===== src/sv/sfv_pkg.sv =====
// ----------------------------------------------------------------------------
// sfv_pkg
// Shared types and constants for the folded SHA-1 vertex hash pipeline.
// ----------------------------------------------------------------------------
package sfv_pkg;

    typedef logic [31:0] t_word;

    // Working variables of one round
    typedef struct packed {
        t_word a;
        t_word b;
        t_word c;
        t_word d;
        t_word e;
    } t_state;

    localparam int SCHED_WORDS = 16;
    localparam int NUM_ROUNDS  = 80;

    // Sliding message schedule window, element 0 is the word used this round
    typedef t_word [SCHED_WORDS-1:0] t_sched;

    localparam t_word IV0 = 32'h67452301;
    localparam t_word IV1 = 32'hEFCDAB89;
    localparam t_word IV2 = 32'h98BADCFE;
    localparam t_word IV3 = 32'h10325476;
    localparam t_word IV4 = 32'hC3D2E1F0;

    localparam t_word K_CH  = 32'h5A827999;
    localparam t_word K_PAR = 32'h6ED9EBA1;
    localparam t_word K_MAJ = 32'h8F1BBCDC;
    localparam t_word K_XOR = 32'hCA62C1D6;

    localparam t_word PAD_WORD     = 32'h00000080;
    localparam t_word VERTEX_BYTES = 32'd32;

    localparam int FOLD_SHIFT = 15;

endpackage


===== src/sv/sfv_round.sv =====
// ----------------------------------------------------------------------------
// sfv_round
// One SHA-1 round stage: registers the updated working variables and the
// message schedule window shifted by one word.
// ----------------------------------------------------------------------------
module sfv_round
    import sfv_pkg::*;
#(
    parameter int ROUND_IDX = 0
) (
    input  logic   i_clk,
    input  logic   i_rst_n,
    input  logic   i_en,
    input  logic   i_valid,
    input  t_state i_state,
    input  t_sched i_sched,
    output logic   o_valid,
    output t_state o_state,
    output t_sched o_sched
);

    localparam int PHASE = ROUND_IDX / 20;

    logic   r_valid;
    t_state r_state;
    t_sched r_sched;
    t_state n_state;
    t_sched n_sched;
    t_word  w_f;
    t_word  w_k;
    t_word  w_mix;

    always_comb begin
        case (PHASE)
            0: begin
                w_f = (i_state.b & i_state.c) | (~i_state.b & i_state.d);
                w_k = K_CH;
            end
            1: begin
                w_f = i_state.b ^ i_state.c ^ i_state.d;
                w_k = K_PAR;
            end
            2: begin
                w_f = (i_state.b & i_state.c) | (i_state.b & i_state.d)
                    | (i_state.c & i_state.d);
                w_k = K_MAJ;
            end
            default: begin
                w_f = i_state.b ^ i_state.c ^ i_state.d;
                w_k = K_XOR;
            end
        endcase
    end

    always_comb begin
        n_state.a = {i_state.a[26:0], i_state.a[31:27]} + w_f + i_state.e + w_k
                  + i_sched[0];
        n_state.b = i_state.a;
        n_state.c = {i_state.b[1:0], i_state.b[31:2]};
        n_state.d = i_state.c;
        n_state.e = i_state.d;

        // advance the window and append the next schedule word
        w_mix = i_sched[13] ^ i_sched[8] ^ i_sched[2] ^ i_sched[0];
        for (int j = 0; j < SCHED_WORDS - 1; j++) begin
            n_sched[j] = i_sched[j+1];
        end
        n_sched[SCHED_WORDS-1] = {w_mix[30:0], w_mix[31]};
    end

    always_ff @(posedge i_clk) begin
        if (!i_rst_n) begin
            r_valid <= 1'b0;
        end else if (i_en) begin
            r_valid <= i_valid;
        end
    end

    always_ff @(posedge i_clk) begin
        if (i_en) begin
            r_state <= n_state;
            r_sched <= n_sched;
        end
    end

    assign o_valid = r_valid;
    assign o_state = r_state;
    assign o_sched = r_sched;

endmodule


===== config.mk =====
export PLATFORM = sky130hd
export DESIGN_NAME = sfv_round
export DESIGN_NICKNAME = d
export VERILOG_FILES = /design/src/sv/sfv_pkg.sv /design/src/sv/sfv_round.sv
export SDC_FILE = /design/constraint.sdc
export NUM_CORES = 1
export LEC_CHECK = 0
export BUFFER_PORTS_ARGS = -buffer_cell sky130_fd_sc_hd__buf_4
export CAP_MARGIN = 40
export CELL_PAD_IN_SITES_DETAIL_PLACEMENT = 1
export CELL_PAD_IN_SITES_GLOBAL_PLACEMENT = 1
export CORE_AREA = 2 2 528 530
export CTS_BUF_LIST = sky130_fd_sc_hd__clkbuf_8
export DETAILED_ROUTE_END_ITERATION = 10
export DIE_AREA = 0 0 530 532
export GPL_ROUTABILITY_DRIVEN = 0
export HOLD_SLACK_MARGIN = 0.12
export PLACE_DENSITY = 0.35
export RECOVER_POWER = 100
export SLEW_MARGIN = 5
export SYNTH_ARGS = -nofsm -noshare
export SYNTH_HDL_FRONTEND = slang
export SYNTH_SLANG_ARGS = --single-unit
export TNS_END_PERCENT = 5

===== constraint.sdc =====
create_clock -name i_clk -period 4 [get_ports i_clk]
set_input_delay 0.4 -clock i_clk [delete_from_list [all_inputs] [get_ports i_clk]]
set_output_delay 0.4 -clock i_clk [all_outputs]
set_load 0.01 [all_outputs]

==> flow_summary.json <==
{
  "switchingPower_mw": 7.795,
  "multiInputGateArea_um2": 4511,
  "grt.met1_usage": 0.1479,
  "max_slew_margin": -0.6252,
  "cp_max_fo": 4,
  "wl_per_cell_um": 25.23,
  "cts_inserted_buffers": 156,
  "crit_type": "primary input to register",
  "post-place-ws_ns": -0.5816,
  "slowest_stage": "dlygate4sd3_1",
  "die_w_um": 530,
  "max-clock-path-buffers": 4,
  "dieArea_um2": 282000,
  "arrival_ns": 4.53,
  "final_cells": 7733,
  "timing.fmax_mhz": 255.0,
  "cts_tree": "yes",
  "synth_ff_type": "edfxtp_1",
  "start_kind": "primary input",
  "syn2layout_area_growth_pct": 97.43,
  "rsz0062_at_grt": "true",
  "core_um2": 275800,
  "path_cells": "dlygate4sd3_1 > buf_4 > inv_1 > fa_1 > inv_1 > fa_1 > fa_1 > ha_1 > buf_4 > a21o_1 > o21bai_1 > nand4_1 > a31oi_4 > a211o_4 > a2111oi_4 > nor3_1",
  "fin_skew_ns": 0,
  "io_buffer_count": 1348,
  "clock-sinks": 673,
  "vias": 22500,
  "final_common_cell": "dlygate4sd3_1",
  "ys_seq_area_frac": 0.7975,
  "dp.cells": 6478,
  "seq_area_um2": 20200,
  "die_h_um": 532,
  "clock_power_share": 0.333,
  "yosys.cell_types.count": 49,
  "cp_num_buf_inv": 5,
  "clkLatencyLatePin_ns": 0.88,
  "start_util": 0.09185,
  "setup_viol": 0,
  "firstDrtPassIters": 4,
  "layout_min_cycle_time_ns": 3.921,
  "p_int_mw": 15.36,
  "end_kind": "register",
  "final_cell_mix": "923 x dlygate4sd3_1, 883 x clkbuf_1, 672 x edfxtp_1, 420 x clkbuf_4, 213 x inv_1",
  "globalRouteMet3Util": 0.06343,
  "grt_max_degree": 101,
  "hold_path_class": "primary input to register",
  "grt_pass1_wl_um": 249800,
  "syn-num-nets": 2093,
  "post_dp_cell_area_um2": 41210,
  "synth_edf_count": 672,
  "wl_um": 195100,
  "p_leak_nw": 18.52,
  "fin_area_um2": 50010,
  "globalRouteTotalUtil": 0.1342,
  "pwr-share-comb": 0.280,
  "nFillCells": 31700,
  "hold_viol": 0,
  "syn_area_per_cell_um2": 19.59,
  "top_usage_layer": "met2",
  "htreeDepth": 4,
  "slew_viol_final": 61,
  "cts_root_buffer": "clkbuf_8",
  "rows": 193,
  "antenna_found_initial": 115,
  "cts.clk_slew.worst_paths_ns": 0.06,
  "cpMostUsedCell": "fa_1",
  "drv_cap": 1,
  "grt_use_met2": 0.2300,
  "period_share": 0.9802,
  "final_nets": 4654,
  "grt_pass1_vias": 25030,
  "synth_top_area_share": 0.7967,
  "drive_gt1_frac": 0.2100,
  "synth.largest_area_cell": "edfxtp_1",
  "violations": "capacitance limit, slew limit",
  "synth_area_leaders": "edfxtp_1 80%, fa_1 4.8%, ha_1 3.1%, xnor2_1 3.1%, inv_1 2.5%",
  "viasPerCell": 2.910,
  "antenna_left": 0,
  "ir_worst_vdd_v": 0.0003669,
  "tightestPinTransition_ns": 2.438,
  "synth.ff_latch_count": 673,
  "swShare": 0.3366,
  "synth_area_um2": 25330,
  "synth_cells": 1293,
  "ys_async_sr_fraction": 0,
  "dp_hpwl_um": 162900,
  "power_density_nw_per_um2": 463.1,
  "boundaryPins": 1349,
  "critical_path.max_stage_delay_ns": 0.53,
  "finalSetupTns_ns": 0,
  "ys.warnings.count": 0,
  "route.detailed.drc": 0,
  "critPathTopFamily": "adder cells",
  "status": "finished with violations",
  "first_iter_violations": 804,
  "grt-ovfl-total": 0,
  "cp.required_ns": 4.61,
  "seqPwrFrac": 0.386,
  "setup_ws_ns": 0.07919
}
path summary, 6_finish.rpt:
path / startpoint / endpoint / slack, ns / cells past startpoint
max: i_state[133] / o_state[154] / 0.08 / 16
min reg2reg: o_valid / o_valid / 1.11 / 3
max reg2reg: o_valid / o_valid / 2.83 / 3
min: i_sched[337] / o_sched[305] / 0.28 / 2
kinds of logic after synthesis:
logic type	count (synthesis)	share of synthesized area
multiplexers	33	0.01413
AND/OR/NAND/NOR	67	0.01260
adder cells (fa/ha/maj)	124	0.07933
XOR/XNOR	128	0.04426
AO/OA/AOI/OAI	95	0.02623
flip-flops	673	0.7975
buffers and inverters	173	0.02598
layer usage:
metal  vias up  wire length [um]
met5         -               194
met4        30              5639
met3       319             22200
met2      1183             93810
met1     11000             73230
li1       9964                 -
cell type report:
type	count	area share
Sequential cell	673	0.4039
Timing Repair Buffer	2406	0.3418
Tap cell	3705	0.09270
Multi-Input combinational cell	447	0.09020
Clock buffer	158	0.04349
Inverter	170	0.01276
Clock inverter	117	0.01231
Antenna cell	57	0.002852
state kept, by name, summed over array words and instances (netlist names):
register	count
o_sched	512
o_state	160
o_valid	1
Yosys cell counts (all sizes together), types with 5 or more instances:
library cell and n:
a21o 7, a21oi 33, a31oi 5, edfxtp 672
fa 61, ha 63, inv 170, mux2 22
mux2i 11, nand2 22, nand3 5, nand4 6
nor2 17, nor2b 5, nor3 6, o211ai 5
o21ai 17, o21bai 7, xnor2 89, xor2 39
power by group through the flow:
| stage | clock, mW | combinational, mW | sequential, mW |
|---|---|---|---|
| after floorplan | 0 | 1.85 | 9.43 |
| after global placement | 0 | 6.59 | 9.11 |
| after detailed placement | 0 | 6.55 | 9.10 |
| after CTS | 8.24 | 7.45 | 8.99 |
| after global routing | 8.44 | 7.18 | 9.04 |
| final | 7.72 | 6.49 | 8.95 |
repair_timing:
item / CTS / global route
endpoints found under the setup margin: 0 / 9
endpoints found under the hold margin: 685 / 0
gates resized for setup: 0 / 10
buffers inserted: 0 / 0
hold buffers: 923 / 0
through the flow:
stage / total power [mW] / hold WS [ns] / util
floorplan: 11.28 / 0.4989 / -
global placement: 15.70 / 0.5201 / 0.1494
detailed placement: 15.65 / 0.5257 / 0.1494
CTS: 24.68 / 0.1201 / 0.1931
global route: 24.65 / 0.1607 / 0.1812
finish: 23.16 / 0.2845 / 0.1813
Note: power is estimated with default switching activity, not from simulation.
