<file path="src/sv/sfv_pkg.sv">
// ----------------------------------------------------------------------------
// sfv_pkg
// Shared types and constants for the folded SHA-1 vertex hash pipeline.
// ----------------------------------------------------------------------------
package sfv_pkg;

    typedef logic [31:0] t_word;

    // Working variables of one round
    typedef struct packed {
        t_word a;
        t_word b;
        t_word c;
        t_word d;
        t_word e;
    } t_state;

    localparam int SCHED_WORDS = 16;
    localparam int NUM_ROUNDS  = 80;

    // Sliding message schedule window, element 0 is the word used this round
    typedef t_word [SCHED_WORDS-1:0] t_sched;

    localparam t_word IV0 = 32'h67452301;
    localparam t_word IV1 = 32'hEFCDAB89;
    localparam t_word IV2 = 32'h98BADCFE;
    localparam t_word IV3 = 32'h10325476;
    localparam t_word IV4 = 32'hC3D2E1F0;

    localparam t_word K_CH  = 32'h5A827999;
    localparam t_word K_PAR = 32'h6ED9EBA1;
    localparam t_word K_MAJ = 32'h8F1BBCDC;
    localparam t_word K_XOR = 32'hCA62C1D6;

    localparam t_word PAD_WORD     = 32'h00000080;
    localparam t_word VERTEX_BYTES = 32'd32;

    localparam int FOLD_SHIFT = 15;

endpackage

</file>
<file path="src/sv/sfv_fold.sv">
// ----------------------------------------------------------------------------
// sfv_fold
// Final stage: add the initial values back and fold the five words to 64 bits.
// ----------------------------------------------------------------------------
module sfv_fold
    import sfv_pkg::*;
(
    input  logic        i_clk,
    input  logic        i_rst_n,
    input  logic        i_en,
    input  logic        i_valid,
    input  t_state      i_state,
    output logic        o_valid,
    output logic [63:0] o_digest
);

    logic        r_valid;
    logic [63:0] r_digest;
    logic [63:0] n_digest;
    t_word       w_h0;
    t_word       w_h1;
    t_word       w_h2;
    t_word       w_h3;
    t_word       w_h4;
    t_word       w_mid;

    always_comb begin
        w_h0  = IV0 + i_state.a;
        w_h1  = IV1 + i_state.b;
        w_h2  = IV2 + i_state.c;
        w_h3  = IV3 + i_state.d;
        w_h4  = IV4 + i_state.e;
        w_mid = w_h1 ^ w_h2;
        n_digest = {w_h0 ^ w_h4, (w_mid << FOLD_SHIFT) ^ w_h3};
    end

    always_ff @(posedge i_clk) begin
        if (!i_rst_n) begin
            r_valid <= 1'b0;
        end else if (i_en) begin
            r_valid <= i_valid;
        end
    end

    always_ff @(posedge i_clk) begin
        if (i_en) begin
            r_digest <= n_digest;
        end
    end

    assign o_valid  = r_valid;
    assign o_digest = r_digest;

endmodule

</file>
<file path="config.mk">
export PLATFORM = sky130hd
export DESIGN_NAME = sfv_fold
export DESIGN_NICKNAME = d
export VERILOG_FILES = /design/src/sv/sfv_pkg.sv /design/src/sv/sfv_fold.sv
export SDC_FILE = /design/constraint.sdc
export NUM_CORES = 1
export LEC_CHECK = 0
export BUFFER_PORTS_ARGS = -buffer_cell sky130_fd_sc_hd__buf_2
export CORE_ASPECT_RATIO = 2
export CORE_MARGIN = 8
export CORE_UTILIZATION = 52
export DETAILED_ROUTE_END_ITERATION = 6
export PLACE_DENSITY_LB_ADDON = 0.05
export SYNTH_ARGS = -nofsm -noshare
export SYNTH_HDL_FRONTEND = slang
export SYNTH_SLANG_ARGS = --single-unit
</file>
<file path="constraint.sdc">
create_clock -name i_clk -period 3.5 [get_ports i_clk]
set_input_delay 0.525 -clock i_clk [delete_from_list [all_inputs] [get_ports i_clk]]
set_output_delay 0.525 -clock i_clk [all_outputs]
set_load 0.02 [all_outputs]
</file>
==> results.sh, run 1 <==
export IMPL_r2r_cells=2
export IMPL_leakagePower_nw=2.548
export IMPL_synth_warnings=0
export IMPL_synth_area_um2=5020
export IMPL_critPathRequiredTime_ns=3.56
export IMPL_utilization=0.6724
export IMPL_antenna_found_initial=1
export IMPL_synth_seq_area_share=0.3868
export IMPL_post_cts_buffers=0
export IMPL_setup_tns_final_ns=0
export IMPL_fillCellCount=794
export IMPL_worst_setup_path_start_kind="input pin"
export IMPL_crit_path_end_kind="flop"
export IMPL_synthTopCellsByCount="xnor2_1, edfxtp_1, nor2_1"
export IMPL_die_w_um=85.48
export IMPL_synth_edf_count=64
export IMPL_routedWlPerCell_um=15.91
export IMPL_whs_path_depth=1
export IMPL_synth_largest_area_cell="edfxtp_1"
export IMPL_period_minus_slack_ns=2.400
export IMPL_cts_inserted_buffers=9
export IMPL_p_total_mw=2.774
export IMPL_num_nets_final=870
export IMPL_holdCritPathClass="in2reg"
export IMPL_avgSynthCellArea_um2=10.24
export IMPL_arrival_ns=2.46
export IMPL_drc_errors=0
export IMPL_ctsHoldBuffers=0
export IMPL_wl_um=12920
export IMPL_grt_pass1_wl_um=20510
export IMPL_row_count=51
export IMPL_ant_nets=0
export IMPL_critical_path_max_stage_delay_ns=0.52
export IMPL_vdd_drop_max_mv=0.2551
export IMPL_overflow=0
export IMPL_netlist_area_leader_share=0.3829
export IMPL_setup_violations=0
export IMPL_crit_slowest_cell="a41oi_1"
export IMPL_ys_flop_type="edfxtp_1"
export IMPL_power_density_nw_per_um2=430.9
export IMPL_setup_slack_ns=1.100
export IMPL_start_util=0.5244
export IMPL_clk_latency_ns=0.31
export IMPL_async_flop_share=0
export IMPL_cts_htree_levels=3
export IMPL_yosysMostFrequentCell="xnor2_1"
export IMPL_fin_skew_ns=0
export IMPL_vias=4305
export IMPL_ys_ff_latch=65
export IMPL_die_area_um2=13240
export IMPL_grt_pass1_vias=4406
export IMPL_hold_viol=0
export IMPL_layout_drive_gt1_share=0.3305
export IMPL_cts_tree="built"
export IMPL_gp_congestion=0.8889
export IMPL_die_h_um=155.0
export IMPL_syn_to_final_growth_pct=28.22
export IMPL_core_area_um2=9572
export IMPL_ios=229
export IMPL_synth_cell_types=62
export IMPL_cap_violations=0
export IMPL_outcome="complete, no violations"
export IMPL_post_place_ws_ns=0.7520
export IMPL_clock_fmax_mhz=416.7
export IMPL_critPathKind="in2reg"
export IMPL_drv_slew=0
export IMPL_first_iter_violations=146
export IMPL_cts_root_buf="clkbuf_16"
export IMPL_final_period_utilization=0.6857
export IMPL_first_pass_iters=4
export IMPL_port_buffers=198
export IMPL_cts_repair_resized=0
export IMPL_synth_area_leaders="edfxtp_1, xnor2_1, xor2_1"
export IMPL_max_slew_margin=0.5510
export IMPL_crit_chain="buf_2 > ha_1 > nand3_1 > o21ai_2 > a41oi_1 > o21bai_1 > a2111oi_2 > xnor2_1"
export IMPL_numClockSinks=65
export IMPL_rsz0062_at_grt="no"
export IMPL_synth_nets=659
export IMPL_grt_usage=0.1935
export IMPL_viasPerCell=5.302
export IMPL_path_clk_slew_ns=0.05
export IMPL_cts_buffer_depth=2
export IMPL_grt_max_degree=30
export IMPL_dp_hpwl_um=10860
export IMPL_worst_slew_pin_slew_ns=0.6735
export IMPL_cp_max_fo=5
export IMPL_syn_inst=490
-- layout make-up --
class	instances	area, um2	share of cell area
diodes	1	2.502	0.0003888
well taps	106	132.6	0.02061
inverters	13	48.80	0.007582
multi-input cells	412	3029	0.4706
clock inverters	6	50.05	0.007776
repair buffers	200	1006	0.1563
flip-flops and latches	65	1942	0.3017
clock buffers	9	225.2	0.03499
-- sequential cells by signal, indices dropped and copies added (netlist names) --
register  count
o_digest     64
o_valid       1
-- cells by family after synthesis --
family                   after synthesis  share of synthesized area
flip-flops                            65                     0.3868
AO/OA/AOI/OAI                         84                     0.1231
XOR/XNOR                             178                     0.3133
adder cells (fa/ha/maj)                5                    0.01246
buffers and inverters                 13                   0.009721
AND/OR/NAND/NOR                      144                     0.1525
multiplexers                           1                   0.001994
-- final timing paths --
check / slack (ns) / end / startpoint
setup / recovery: 1.10 / o_digest[58]$_DFFE_PP_ / i_state[128]
hold / removal: 0.38 / o_digest[0]$_DFFE_PP_ / i_state[32]
setup reg to reg: 2.89 / o_valid$_SDFFE_PN0P_ / o_valid$_SDFFE_PN0P_
hold reg to reg: 0.55 / o_valid$_SDFFE_PN0P_ / o_valid$_SDFFE_PN0P_
-- metal layers --
metal,vias up,global-route usage,share of wire
met2,160,0.3185,0.48
met1,1965,0.2345,0.43
met5,-,0,0
met3,15,0.05600,0.078
met4,0,0.06397,0.017
li1,2165,-,-
-- through the flow --
| step | hold WS (ns) | instances | cell area, um2 |
|---|---|---|---|
| 6_report | 0.3849 | 812 | 6436 |
| 5_1_grt | 0.3702 | 812 | 6436 |
| 3_5_place_dp | 0.5274 | 796 | 6158 |
| 3_3_place_gp | 0.4999 | 796 | 6158 |
| 4_1_cts | 0.3725 | 811 | 6434 |
| 2_1_floorplan | 0.5893 | 490 | 5020 |
-- critical path, delay by kind of cell --
family	cells	cell delay, ns
AOI/OAI and AO/OA	4	1.30
adders and majority gates	1	0.26
and+or+nand+nor	1	0.14
buffers and inverters	1	0.12
xor gates and xnor gates	1	0.11
-- cells in the final DEF (no fill, tap or decap), types with 3 or more instances in the layout --
master	Yosys	final
xnor2_1	147	147
nand3b_1	3	3
xor2_1	30	30
nand2b_1	6	6
nor3_1	12	12
nor2_1	35	35
clkbuf_16	0	9
nand3_1	17	17
nor2b_1	4	4
nor4_1	3	3
nand2_1	33	33
and3_1	5	5
and2_1	5	5
edfxtp_1	64	64
a21oi_1	20	20
o21bai_1	4	4
buf_2	0	198
inv_1	13	13
a31oi_1	8	8
a21boi_0	5	5
or3_1	4	4
clkinv_1	0	4
ha_1	5	5
o211ai_1	3	3
o21ai_0	18	18
-- power breakdown --
group	internal (mW)	switching [mW]	total (mW)
Sequential	1.02	0.0309	1.05
Clock	0.535	0.297	0.832
Combinational	0.390	0.505	0.894
Total	1.94	0.833	2.77
No activity file was read; power rests on OpenSTA's default activity.
==> inputs of run 2 (changes only) <==
Settings changed: CORE_UTILIZATION 52 to 44.
Clock period 3.5 ns to 1.9 ns, I/O delays scaled along.
==> run 2 against run 1 <==
Net effect: critical path depth rose by 1; count of clock-buffer cells in the layout rose by 1; sequential power rose by 84%; via count rose by 14%; setup slack got worse by 1.1 ns; largest cell class unchanged; final cell count rose by 19%.
==> results.sh, run 2 (same netlist as run 1, synthesis figures left out) <==
export IMPL_cts_htree_levels=3
export IMPL_fin_skew_ns=0
export IMPL_crit_path_end_kind="flop"
export IMPL_viasPerCell=5.109
export IMPL_placed_cell_area_um2=7126
export IMPL_holdCritPathClass="in2reg"
export IMPL_combPwrFrac=0.337
export IMPL_power_density_nw_per_um2=752.2
export IMPL_fillCellCount=987
export IMPL_cts_buffer_depth=2
export IMPL_drc_errors=0
export IMPL_ant_nets=0
export IMPL_largest_register_ffs=64
export IMPL_start_util=0.4475
export IMPL_register_area_um2=1942
export IMPL_critPathKind="in2reg"
export IMPL_multi_input_area_um2=3068
export IMPL_gp_congestion=0.9257
export IMPL_wl_um=16580
export IMPL_rsz0062_at_grt="yes"
export IMPL_critical_path_max_stage_delay_ns=0.50
export IMPL_diodes=0
export IMPL_dp_cells=946
export IMPL_r2r_cells=2
export IMPL_vias=4920
export IMPL_p_total_mw=5.618
export IMPL_whs_path_depth=1
export IMPL_numClockSinks=65
export IMPL_grt_usage=0.2194
export IMPL_min_from="i_state[32]"
export IMPL_final_area_um2=7468
export IMPL_worst_setup_path_start_kind="input pin"
export IMPL_ctsHoldBuffers=0
export IMPL_setup_violations=0
export IMPL_first_iter_violations=156
export IMPL_utilization=0.6658
export IMPL_port_buffers=198
export IMPL_overflow=0
export IMPL_switching_share=0.3063
export IMPL_path_clk_slew_ns=0.06
export IMPL_max_slew_margin=0.7241
export IMPL_num_nets_final=985
export IMPL_intPower_mw=3.897
export IMPL_vdd_drop_max_mv=0.6772
export IMPL_dp_hpwl_um=14250
export IMPL_hold_viol=0
export IMPL_reg2reg_to="o_valid$_SDFFE_PN0P_"
export IMPL_first_pass_iters=6
export IMPL_cp_max_fo=4
export IMPL_grt_pass1_wl_um=26190
export IMPL_r2r_start="o_valid$_SDFFE_PN0P_"
export IMPL_grt_max_degree=39
export IMPL_core_area_um2=11220
export IMPL_p_switching_mw=1.721
export IMPL_ios=229
export IMPL_clk_latency_ns=0.33
export IMPL_cap_violations=0
export IMPL_crit_slowest_cell="or4b_4"
export IMPL_cp_top_family="compound AO/OA/AOI/OAI gates"
export IMPL_die_area_um2=15290
export IMPL_cts_inserted_buffers=9
export IMPL_cts_root_buf="clkbuf_16"
export IMPL_r2r_slack_ns=1.30
export IMPL_die_h_um=167.1
export IMPL_arrival_ns=1.97
export IMPL_final_period_utilization=0.9899
export IMPL_layout_drive_gt1_share=0.4385
export IMPL_routedWlPerCell_um=17.21
export IMPL_cp_buffers_inverters=2
export IMPL_syn_to_final_growth_pct=48.78
export IMPL_worst_slew_pin_slew_ns=0.4138
export IMPL_leakagePower_nw=3.142
export IMPL_critPathRequiredTime_ns=1.99
export IMPL_layout_common_cells="buf_2, xnor2_1, buf_4, edfxtp_1, nor2_1"
export IMPL_grt_pass1_vias=5467
export IMPL_cts_tree="built"
export IMPL_drv_slew=0
export IMPL_holdPathEnd="o_digest[0]$_DFFE_PP_"
export IMPL_crit_chain="buf_2 > inv_12 > ha_4 > or4b_4 > a31oi_4 > o211ai_4 > o2111ai_2 > xnor2_2 > xnor2_1"
export IMPL_seqPwrFrac=0.343
export IMPL_clock_fmax_mhz=531.7
export IMPL_final_common_cell="buf_2"
export IMPL_period_minus_slack_ns=1.881
export IMPL_finalNonFillerCells=963
export IMPL_row_count=55
export IMPL_outcome="complete, no violations"
export IMPL_power_frac_clock=0.320
export IMPL_antenna_found_initial=2
export IMPL_die_w_um=91.53
==> run 2: cell count changes in the layout (fill, tap and decap cells not counted), sizes merged <==
cell	before	now
bufinv	1	2
buf	200	315
clkinv	5	3
clkbuf	9	10
inv	13	14
diode	1	0
==> run 2: worst max-delay path by stage <==
stage / from / to / slack [ns] / depth (start not counted)
after floorplan: i_state[5] / o_digest[62]$_DFFE_PP_ / -0.007 / 8
after global placement: i_state[4] / o_digest[63]$_DFFE_PP_ / -0.36 / 9
after detailed placement: i_state[5] / o_digest[50]$_DFFE_PP_ / -0.39 / 8
after CTS: i_state[5] / o_digest[62]$_DFFE_PP_ / 0.04 / 9
after global routing: i_state[5] / o_digest[62]$_DFFE_PP_ / -0.02 / 9
final: i_state[5] / o_digest[62]$_DFFE_PP_ / 0.02 / 9
==> run 2: per-layer routing <==
metal | up-vias | share of wire | track usage
met4 | 4 | 0.052 | 0.1328
met1 | 2287 | 0.30 | 0.1766
li1 | 2399 | - | -
met3 | 50 | 0.058 | 0.05718
met5 | - | 0.0014 | 0
met2 | 180 | 0.59 | 0.4400
==> run 2: per-stage QoR <==
stage | setup TNS (ns) | hold slack (ns) | setup slack, ns
4_1_cts | 0 | 0.1139 | 0.03515
5_1_grt | -0.02155 | 0.1109 | -0.02122
6_report | 0 | 0.1244 | 0.01915
2_1_floorplan | -0.007485 | 0.3839 | -0.007485
3_5_place_dp | -4.839 | 0.4672 | -0.3931
3_3_place_gp | -4.218 | 0.4644 | -0.3644
==> run 2: timing repair <==
item / CTS / global route
gates resized for setup: 2 / 2
pin swaps: 0 / 2
buffers inserted: 0 / 1
cloned: 0 / 0
endpoints found under the setup margin: 3 / 3
==> run 2: area by class of cell <==
class	count	area share
Sequential cell	65	0.2600
Timing Repair Buffer	315	0.2536
Clock buffer	10	0.03066
Multi-Input combinational cell	412	0.4108
Clock inverter	6	0.01223
Inverter	13	0.008879
Tap cell	142	0.02379
==> run 2: worst reg2reg max path: cells and delay by family (launching register included) <==
kind,cells,cell delay (ns)
simple gates,1,0.06
mux,1,0.12
flops,1,0.31
==> run 2: power by group through the flow <==
stage	clock (mW)	sequential, mW	combinational [mW]
finish	1.80	1.93	1.89
CTS	1.83	1.93	1.91
floorplan	0	2.24	0.779
global placement	0	1.95	1.87
detailed placement	0	1.96	1.90
global route	1.90	1.95	2.04
==> inputs of run 3 (changes only) <==
Settings changed: ABC_AREA set to 1, BUFFER_PORTS_ARGS -buffer_cell sky130_fd_sc_hd__buf_2 to not set, CORE_UTILIZATION 44 to 60, CTS_CLUSTER_SIZE set to 16, DONT_BUFFER_PORTS set to 1.
==> run 3 against run 2 <==
Net effect: via count grew 46%; first-iteration DRC count grew 79%; sequential power grew 13%; global-route usage grew 7.0 points; critical path type unchanged; largest power group unchanged.
==> results.sh, run 3 <==
export IMPL_avgSynthCellArea_um2=6.313
export IMPL_max_slew_margin=0.6808
export IMPL_synth_edf_count=64
export IMPL_ys_ff_latch=65
export IMPL_r2r_start="o_valid$_SDFFE_PN0P_"
export IMPL_dp_hpwl_um=20440
export IMPL_crit_slowest_cell="ha_1"
export IMPL_drc_errors=0
export IMPL_p_total_mw=5.063
export IMPL_r2r_cells=2
export IMPL_vias=7162
export IMPL_cp_buffers_inverters=1
export IMPL_r2r_slack_ns=1.12
export IMPL_die_h_um=171.2
export IMPL_synthTopCellsByCount="nand2_1, inv_1, nor2_1"
export IMPL_synth_area_um2=7222
export IMPL_cp_max_fo=4
export IMPL_critPathKind="in2reg"
export IMPL_grt_pass1_vias=7350
export IMPL_row_count=56
export IMPL_path_clk_slew_ns=0.06
export IMPL_num_nets_final=1332
export IMPL_cap_violations=0
export IMPL_drv_slew=0
export IMPL_fin_skew_ns=0
export IMPL_die_w_um=93.58
export IMPL_syn_inst=1144
export IMPL_routedWlPerCell_um=17.94
export IMPL_ant_nets=0
export IMPL_die_area_um2=16020
export IMPL_worst_setup_path_start_kind="input pin"
export IMPL_cts_htree_levels=3
export IMPL_vdd_drop_max_mv=0.5527
export IMPL_first_pass_iters=7
export IMPL_async_flop_share=0
export IMPL_setup_violations=0
export IMPL_port_buffers=0
export IMPL_cts_buffer_depth=2
export IMPL_syn_to_final_growth_pct=7.727
export IMPL_start_util=0.6135
export IMPL_leakagePower_nw=3.886
export IMPL_clock_fmax_mhz=666.2
export IMPL_cts_tree="built"
export IMPL_setup_tns_final_ns=0
export IMPL_holdWs_ns=0.04703
export IMPL_power_density_nw_per_um2=650.7
export IMPL_synth_warnings=0
export IMPL_ctsHoldBuffers=0
export IMPL_layout_drive_gt1_share=0.07705
export IMPL_synth_area_leaders="edfxtp_1, nand2_1, inv_1"
export IMPL_first_iter_violations=279
export IMPL_diodes=0
export IMPL_critPathRequiredTime_ns=1.99
export IMPL_ys_flop_type="edfxtp_1"
export IMPL_holdCritPathClass="in2reg"
export IMPL_netlist_area_leader_share=0.2661
export IMPL_layout_common_cells="nand2_1, inv_1, nor2_1, nand3_1, edfxtp_1"
export IMPL_crit_path_end_kind="flop"
export IMPL_core_area_um2=11770
export IMPL_period_minus_slack_ns=1.501
export IMPL_cts_root_buf="clkbuf_16"
export IMPL_outcome="complete, no violations"
export IMPL_overflow=0
export IMPL_grt_usage=0.2892
export IMPL_synth_seq_area_share=0.2689
export IMPL_gp_congestion=0.9582
export IMPL_crit_end="o_digest[60]$_DFFE_PP_"
export IMPL_hold_viol=0
export IMPL_cp_top_family="simple AND/OR/NAND/NOR gates"
export IMPL_reg2reg_to="o_valid$_SDFFE_PN0P_"
export IMPL_numClockSinks=65
export IMPL_final_common_cell="nand2_1"
export IMPL_cts_inserted_buffers=9
export IMPL_critical_path_max_stage_delay_ns=0.29
export IMPL_yosysMostFrequentCell="nand2_1"
export IMPL_crit_chain="inv_1 > ha_1 > nand3_2 > nand2_1 > nor2_1 > nand3_1 > nand3_1 > nand2_1 > nand3_1 > nand2_1"
export IMPL_final_period_utilization=0.7900
export IMPL_grt_max_degree=67
export IMPL_synth_largest_area_cell="edfxtp_1"
export IMPL_synth_cell_types=41
export IMPL_largest_register_ffs=64
export IMPL_antenna_found_initial=0
export IMPL_rsz0062_at_grt="no"
export IMPL_ios=229
export IMPL_wl_um=23550
export IMPL_arrival_ns=1.59
export IMPL_critical_path_depth=10
export IMPL_clk_latency_ns=0.33
export IMPL_post_cts_buffers=0
export IMPL_synth_nets=1313
export IMPL_viasPerCell=5.455
export IMPL_grt_pass1_wl_um=34980
export IMPL_crit_path_start="i_state[4]"
export IMPL_cts_repair_resized=0
export IMPL_worst_slew_pin_slew_ns=0.4752
-- run 3: changes by cell type after synthesis, sizes merged, moves of 26 or more --
cell | previous run | this run
nand2 | 33 | 389
inv | 13 | 194
nor2 | 35 | 133
xnor2 | 147 | 53
nand3 | 18 | 110
xor2 | 30 | 56
-- run 3: metal layers --
metal  wire [um]  vias up  track usage
met5           0        -            0
met4        2123        0       0.2564
met3        1554       96      0.06760
met2       13220      265       0.5820
met1        6659     3166       0.2056
li1            -     3635            -
-- run 3: cells by family after synthesis --
logic type	count (synthesis)	synth area share
and+or+nand+nor	697	0.4271
buffers and inverters	198	0.1034
xor gates and xnor gates	109	0.1332
AOI/OAI and AO/OA	70	0.05873
DFF	65	0.2689
adders and majority gates	5	0.008663
-- run 3: per-stage QoR --
stage	util	instance area, um2	worst slack [ns]	std cells
floorplan	-	7222	0.2822	1144
global placement	0.6347	7471	0.09333	1297
detailed placement	0.6347	7471	0.05981	1297
CTS	0.6609	7780	0.4135	1313
global route	0.6609	7780	0.2664	1313
finish	0.6609	7780	0.3991	1313
-- run 3: how the worst min path moves through the flow --
| stage | end | slack (ns) | depth (start not counted) | startpoint |
|---|---|---|---|---|
| 2_1_floorplan | o_valid$_SDFFE_PN0P_ | 0.38 | 1 | i_en |
| 3_3_place_gp | o_digest[0]$_DFFE_PP_ | 0.38 | 0 | i_state[32] |
| 3_5_place_dp | o_digest[0]$_DFFE_PP_ | 0.38 | 0 | i_state[32] |
| 4_1_cts | o_digest[0]$_DFFE_PP_ | 0.04 | 0 | i_state[32] |
| 5_1_grt | o_digest[0]$_DFFE_PP_ | 0.03 | 0 | i_state[32] |
| 6_report | o_digest[0]$_DFFE_PP_ | 0.05 | 0 | i_state[32] |
-- run 3: where the power goes --
part | internal [mW] | switching, mW
sequential | 1.84 | 0.337
combinational | 0.445 | 0.700
clock | 1.04 | 0.695
-- run 3: area by class of cell --
class                   instances  area, um2
flip-flops and latches         65       1942
repair buffers                 11      82.58
clock inverters                 7      83.83
well taps                     145      181.4
clock buffers                   9      225.2
fillers                      1144       3991
inverters                     195      732.0
multi-input cells             881       4533
-- run 3: worst reg2reg max path, stage by stage (launching register included) --
cell	delay, ns
dfxtp_1	0.47
o21ai_0	0.14
a21oi_1	0.11
